$ cat src/design/vertex_normal_accumulator_macros.svh
// ----------------------------------------------------------------------------
// Vertex normal accumulator assertion macros
// Shared concurrent assertion shorthands for the accumulator RTL.
// ----------------------------------------------------------------------------
`ifndef VERTEX_NORMAL_ACCUMULATOR_MACROS_SVH
`define VERTEX_NORMAL_ACCUMULATOR_MACROS_SVH

// Same-cycle implication, disabled while reset is asserted.
`define VNA_ASSERT_IMP(name, clk, rstn, ante, cons, msg) \
  name: assert property (@(posedge clk) disable iff (!rstn) (ante) |-> (cons)) \
    else $error(msg);

// Next-cycle implication, disabled while reset is asserted.
`define VNA_ASSERT_NXT(name, clk, rstn, ante, cons, msg) \
  name: assert property (@(posedge clk) disable iff (!rstn) (ante) |=> (cons)) \
    else $error(msg);

`endif

$ cat src/design/vna_pkg.sv
// ----------------------------------------------------------------------------
// Vertex normal accumulator package
// Widths, the queued triangle type and the corner sequencing codes.
// ----------------------------------------------------------------------------
package vna_pkg;

  localparam int IDX_W       = 12;
  localparam int COORD_W     = 16;
  localparam int EDGE_W      = 17;
  localparam int PROD_W      = 34;
  localparam int NRM_W       = 35;
  localparam int SUM_OUT_W   = 48;
  localparam int SEXT_W      = 64;
  localparam int RECIP_SHIFT = 24;
  localparam int QM_W        = IDX_W + RECIP_SHIFT;
  localparam int QV_W        = 2 * IDX_W;
  localparam int FIFO_DEPTH  = 2;
  localparam int CORNERS     = 3;

  typedef logic [IDX_W-1:0]        idx_t;
  typedef logic signed [NRM_W-1:0] nrm_t;

  // One classified triangle: reduced corner indices and its face normal.
  typedef struct packed {
    idx_t idx_a;
    idx_t idx_b;
    idx_t idx_c;
    nrm_t nx;
    nrm_t ny;
    nrm_t nz;
  } tri_t;

  typedef enum logic [1:0] {
    CORNER_A,
    CORNER_B,
    CORNER_C
  } corner_e;

endpackage

$ cat src/design/vna_fifo.sv
// ----------------------------------------------------------------------------
// Vertex normal accumulator triangle queue
// Short queue that decouples normal computation from the vertex updates.
// ----------------------------------------------------------------------------
module vna_fifo import vna_pkg::*; (
  input  logic clk_i,
  input  logic rst_ni,
  input  logic push_i,
  input  tri_t push_data_i,
  output logic full_o,
  input  logic pop_i,
  output tri_t pop_data_o,
  output logic empty_o
);

  localparam int PTR_W = $clog2(FIFO_DEPTH);
  localparam int CNT_W = $clog2(FIFO_DEPTH + 1);

  tri_t             fifo_q [FIFO_DEPTH];
  logic [PTR_W-1:0] wr_ptr_q, rd_ptr_q;
  logic [CNT_W-1:0] count_q;

  assign full_o     = (count_q == CNT_W'(FIFO_DEPTH));
  assign empty_o    = (count_q == '0);
  assign pop_data_o = fifo_q[rd_ptr_q];

  always_ff @(posedge clk_i or negedge rst_ni) begin
    if (!rst_ni) begin
      wr_ptr_q <= '0;
      rd_ptr_q <= '0;
      count_q  <= '0;
    end else begin
      if (push_i) begin
        wr_ptr_q <= (wr_ptr_q == PTR_W'(FIFO_DEPTH - 1)) ? '0 : wr_ptr_q + 1'b1;
      end
      if (pop_i) begin
        rd_ptr_q <= (rd_ptr_q == PTR_W'(FIFO_DEPTH - 1)) ? '0 : rd_ptr_q + 1'b1;
      end
      if (push_i && !pop_i) begin
        count_q <= count_q + 1'b1;
      end else if (pop_i && !push_i) begin
        count_q <= count_q - 1'b1;
      end
    end
  end

  always_ff @(posedge clk_i) begin
    if (push_i) begin
      fifo_q[wr_ptr_q] <= push_data_i;
    end
  end

endmodule

$ cat config.mk
export PLATFORM = sky130hd
export DESIGN_NAME = vna_fifo
export DESIGN_NICKNAME = d
export VERILOG_FILES = /design/src/design/vertex_normal_accumulator_macros.svh /design/src/design/vna_pkg.sv /design/src/design/vna_fifo.sv
export SDC_FILE = /design/constraint.sdc
export NUM_CORES = 1
export LEC_CHECK = 0
export BUFFER_PORTS_ARGS = -buffer_cell sky130_fd_sc_hd__buf_2
export CAP_MARGIN = 20
export CORE_MARGIN = 2
export CORE_UTILIZATION = 45
export CTS_CLUSTER_DIAMETER = 200
export DETAILED_ROUTE_END_ITERATION = 10
export HOLD_SLACK_MARGIN = 0.1
export PLACE_DENSITY = 0.7
export SLEW_MARGIN = 20
export SYNTH_ARGS = -nofsm -noshare
export SYNTH_HDL_FRONTEND = slang
export SYNTH_SLANG_ARGS = --single-unit
export TNS_END_PERCENT = 50
$ cat constraint.sdc
create_clock -name clk_i -period 9.9 [get_ports clk_i]
set_clock_uncertainty 0.05 [all_clocks]
set_input_delay 2.475 -clock clk_i [delete_from_list [all_inputs] [get_ports clk_i]]
set_output_delay 2.475 -clock clk_i [all_outputs]
set_load 0.02 [all_outputs]
==> results of run 1 <==
==> power by group through the flow <==
stage	clock, W	sequential (W)	combinational, W
floorplan	0	0.00172	0.000994
global placement	0	0.00171	0.00130
detailed placement	0	0.00172	0.00132
CTS	0.00111	0.00170	0.00132
global route	0.00116	0.00172	0.00139
finish	0.00108	0.00169	0.00130
==> cell type report <==
class                      instances  area share, %
antenna                            2         0.0374
clock buffer                      32           5.50
clock inverter                    20           1.64
inverter                           1         0.0280
multi-input combinational        152           14.8
sequential                       286           64.0
tap                              319           2.98
timing repair buffer             292           11.0
==> cell usage after synthesis, drive strengths merged <==
cell / n / area [um2]
dfrtp: 4 / 100
mux2: 141 / 1890
buf: 16 / 143
xnor2: 1 / 8.76
edfxtp: 282 / 8470
and2: 1 / 6.26
nor2b: 2 / 12.5
inv: 1 / 3.75
nor2: 2 / 7.51
ha: 1 / 12.5
xor2: 4 / 35.0
==> kinds of logic after synthesis <==
| family | synth area share [%] |
|---|---|
| xor+xnor | 0.410 |
| fa+ha+maj | 0.117 |
| buf+inv | 1.37 |
| flops | 80.2 |
| mux | 17.7 |
| simple gates | 0.246 |
==> worst paths after layout <==
kind	cells after the start	endpoint	slack, ps
max	3	pop_data_o[12]	4640
min	1	count_q[1]$_DFFE_PN0P_	450
max reg2reg	2	fifo_q[1][80]$_DFFE_PP_	7250
min reg2reg	1	count_q[1]$_DFFE_PN0P_	450
max in group asynchronous	1	rd_ptr_q$_DFFE_PN0P_	7970
min in group asynchronous	1	wr_ptr_q$_DFFE_PN0P_	1690
==> routing by layer <==
| metal | track usage (%) | routed length, um | share of wire [%] |
|---|---|---|---|
| met1 | 18.4 | 8010 | 40 |
| met2 | 26.5 | 9780 | 49 |
| met3 | 4.22 | 1710 | 8.5 |
| met4 | 4.89 | 474 | 2.4 |
| met5 | 0 | 0 | 0 |
==> registers in the layout, summed over array words and instances (netlist names) <==
register,cells
fifo_q,282
count_q,2
wr_ptr_q,1
rd_ptr_q,1
==> per-stage QoR <==
stage	hold slack [ps]	cells	util, %	setup slack, ps	power [W]
2_1_floorplan	405	455	-	611	0.00271
4_1_cts	462	1102	57.2	4590	0.00414
3_3_place_gp	427	1050	53.1	5150	0.00301
3_5_place_dp	457	1050	53.1	5020	0.00304
6_report	453	1104	57.2	4640	0.00408
5_1_grt	504	1103	57.2	4480	0.00426
==> reports/metrics.yaml, run 1 <==
drive_above_1_share_pct: 61.0
rsz0062_at_grt: "false"
crit_path_top_delay_cell: "buf_4"
p_leak_nw: 5.27
worstPathRequired_ps: 7380
cts_made_buffers: 29
coreArea_um2: 23400
ys_seq_area_share_pct: 80.2
grt_max_degree: 74
grt_pass1_vias: 5637
crit_buf_inv: 2
cts_tree: "done"
clock-sinks: 286
wire_per_inst_um: 18.1
track_usage_pct: 15.2
final_area_um2: 13400
die_x_um: 158
io_buffers: 287
vias_per_cell: 4.77
final_cell_mix: "287 x buf_2, 282 x edfxtp_1, 80 x mux2_4"
rr_startpoint: "wr_ptr_q$_DFFE_PN0P_"
cts_resized: 0
syn_area_per_cell_um2: 23.5
floorplan.initialDensity_pct: 45.7
p_clk_share_pct: 26.5
p_sw_share_pct: 30.7
crit_family: "buffers and inverters"
dieArea_um2: 25000
critPathArrivalTime_ps: 2740
clockBufferDepth: 3
hold_viol_final: 0
netlist_area_um2: 10700
ys_types: 13
timing.slew.headroom_pct: 33.8
finalMaxSlewViolations: 0
drc_errors: 0
start_kind: "flop"
synth-seq-cells: 286
regArea_um2: 8570
multi_input_area_um2: 1980
die-height_um: 158
powerDensity_nw_per_um2: 304
io_pins: 288
worstHoldPathType: "reg2reg"
post-cts-setup-buffers: 0
fill_cells: 1805
route.vias.total: 5263
seq_power_share_pct: 41.6
crit_type: "reg2out"
layout_commonest_cell: "buf_2"
hp-start: "count_q[1]$_DFFE_PN0P_"
netlist_instances: 455
nNetsFinal: 908
root_buffer: "clkbuf_16"
fmax_mhz: 190
vdd_drop_max_mv: 0.187
grt_overflow_total: 0
drt_iter0_markers: 289
outcome: "finished, final reports clean"
cpPeakStageDelay_ps: 800
setup_tns_ps: 0
clk_pin_slew_ps: 50
routabilityCongestion: 0.729
dr.pass1.iters: 4
placed_area_um2: 12400
max_cap_viol_count: 0
antenna_found_initial: 2
dpl.hpwl_um: 13400
path_cells: "buf_4, mux2_2, buf_2"
row_count: 56
area_growth_pct: 25.3
p_switching_w: 0.00125
comb_power_share_pct: 31.9
postCtsHoldBufs: 0
final.period_utilization_pct: 53.2
syn_nets: 601
min_period_ps: 5260
critPathLaunch: "rd_ptr_q$_DFFE_PN0P_"
internal_power_w: 0.00282
setup_viol: 0
wl_um: 20000
cp_max_fo: 63
yosys_warnings: 0
clkLatencyLatePin_ps: 530
ant_nets: 0
tightest_slew_ps: 994
grt_pass1_wl_um: 29400
h-tree-depth: 1
critPathCaptureType: "output port"
(Power assumes the default switching activity.)
==> run 2: changes to the inputs <==
Clock period 9.9 ns to 5.53 ns, I/O delays scaled along.
==> run 2 against run 1 <==
Effect of this change: die area is the same; critical path depth grew 1; global-route usage rose by 0.16 points; sequential share of layout area down 0.79 points; register-to-register slack got worse by 4000 ps; setup slack worse by 3000 ps; critical path type unchanged.
==> reports/metrics.yaml, run 2 (same netlist as run 1, synthesis figures left out) <==
outcome: "finished, final reports clean"
fmax_mhz: 257
cts_made_buffers: 30  # +3.4%
setup_viol: 0  # unchanged
clock-sinks: 286  # unchanged
met1Wirelength_um: 8010  # about the same
wire_per_inst_um: 18.3  # +1.5%
drt_iter0_markers: 274  # -5.2%
antenna_found_initial: 2  # unchanged
area_growth_pct: 26.9
final_cell_mix: "287 x buf_2, 282 x edfxtp_1, 80 x mux2_4"
vdd_drop_max_mv: 0.336  # +80%
route.vias.total: 5379  # +2.2%
dieArea_um2: 25000  # unchanged
critPathArrivalTime_ps: 2460  # -280 ps
tightest_slew_ps: 990  # -3.78 ps
setup_tns_ps: 0  # unchanged
layout_commonest_cell: "buf_2"
finalMaxSlewViolations: 0  # unchanged
largest_reg_flops: 282  # unchanged
die_x_um: 158  # unchanged
postCtsHoldBufs: 0  # unchanged
min_period_ps: 3890
drc_errors: 0  # unchanged
final_area_um2: 13600  # +1.3%
row_count: 56  # unchanged
wl_um: 20300  # +1.9%
dpl.hpwl_um: 13800  # +3.0%
coreArea_um2: 23400  # unchanged
met2RoutedLength_um: 10100  # +3.7%
clk_pin_slew_ps: 60  # about the same
reg_top3: "fifo_q x282, count_q x2"
nNetsFinal: 912  # +0.44%
grt_pass1_vias: 5501  # -2.4%
routed.top_layer: "met5"
clockBufferDepth: 3  # unchanged
track_usage_pct: 15.4  # +0.16 points
cts_resized: 0  # unchanged
routabilityCongestion: 0.755  # +3.6%
grt_max_degree: 82  # +11%
grt_overflow_total: 0  # unchanged
p_leak_nw: 5.35  # +1.5%
cts_tree: "done"
met3WireLength_um: 1820  # +6.7%
start_kind: "flop"
rsz0062_at_grt: "false"
fill_cells: 1782  # -1.3%
io_pins: 288  # unchanged
timing.slew.headroom_pct: 33.9  # +0.11 points
worstPathRequired_ps: 4100  # -3280 ps
top_register: "fifo_q"
critPathCaptureType: "output port"
clkLatencyLatePin_ps: 530  # about the same
hold_viol_final: 0  # unchanged
dr.pass1.iters: 5  # +1
post-cts-setup-buffers: 0  # unchanged
h-tree-depth: 1  # unchanged
drive_above_1_share_pct: 61.5  # +0.47 points
grt_pass1_wl_um: 29500  # +0.56%
ant_nets: 0  # unchanged
worstHoldPathType: "reg2reg"
die-height_um: 158  # unchanged
io_buffers: 287  # unchanged
floorplan.initialDensity_pct: 45.7  # unchanged
diodes: 0  # -2
root_buffer: "clkbuf_16"
cp_max_fo: 51  # -19%
crit_type: "reg2out"
max_cap_viol_count: 0  # unchanged
vias_per_cell: 4.85  # +1.7%
final.period_utilization_pct: 70.3
powerDensity_nw_per_um2: 550  # +81%
placed_area_um2: 12500  # +0.42%
==> run 2: metal layers <==
metal  vias up  global-route usage, %
met5         -                      0
met1      2673                   19.2
met2       242                   26.4
met3        28                   4.57
li1       2434                      -
met4         2                   3.86
==> run 2: path summary, 6_finish.rpt <==
| path | cells after the start | slack (ps) | to | from |
|---|---|---|---|---|
| worst max-delay path | 4 | 1640 | pop_data_o[40] | rd_ptr_q$_DFFE_PN0P_ |
| worst min-delay path | 1 | 450 | count_q[1]$_DFFE_PN0P_ | count_q[1]$_DFFE_PN0P_ |
| worst max register to register | 2 | 3250 | fifo_q[0][51]$_DFFE_PP_ | wr_ptr_q$_DFFE_PN0P_ |
| worst min register to register | 1 | 450 | count_q[1]$_DFFE_PN0P_ | count_q[1]$_DFFE_PN0P_ |
| max in group asynchronous | 1 | 4680 | rd_ptr_q$_DFFE_PN0P_ | rst_ni |
| min in group asynchronous | 1 | 600 | count_q[1]$_DFFE_PN0P_ | rst_ni |
==> run 2: stage by stage <==
stage          total power [W]  instances  setup slack [ps]  hold slack [ps]  util, %
2_1_floorplan          0.00482        455               375              406        -
3_3_place_gp           0.00542       1052              2010              422     53.3
3_5_place_dp           0.00548       1052              1980              449     53.3
4_1_cts                0.00755       1108              1390              460     57.8
5_1_grt                0.00779       1109              1520              488     57.9
6_report               0.00746       1109              1640              454     57.9
==> run 2: cell type report <==
cell class	count	area, um2	share of cell area (%)
flip-flops and latches	286	8570	63.2
inverters	1	3.75	0.0277
multi-input cells	152	1980	14.6
clock buffers	41	873	6.44
repair buffers	295	1550	11.5
clock inverters	15	176	1.30
well taps	319	399	2.94
==> run 2: worst max-delay path: stages, from the launching register on <==
cell and delay [ps]:
dfrtp_4 740, buf_16 320, buf_12 290, mux2_4 330, buf_2 160
==> run 2: where the power goes <==
part | internal [W] | switching (W) | total (W)
clock | 0.00129 | 0.000774 | 0.00206
combinational | 0.00102 | 0.00135 | 0.00237
sequential | 0.00288 | 0.000153 | 0.00303
total | 0.00519 | 0.00228 | 0.00746
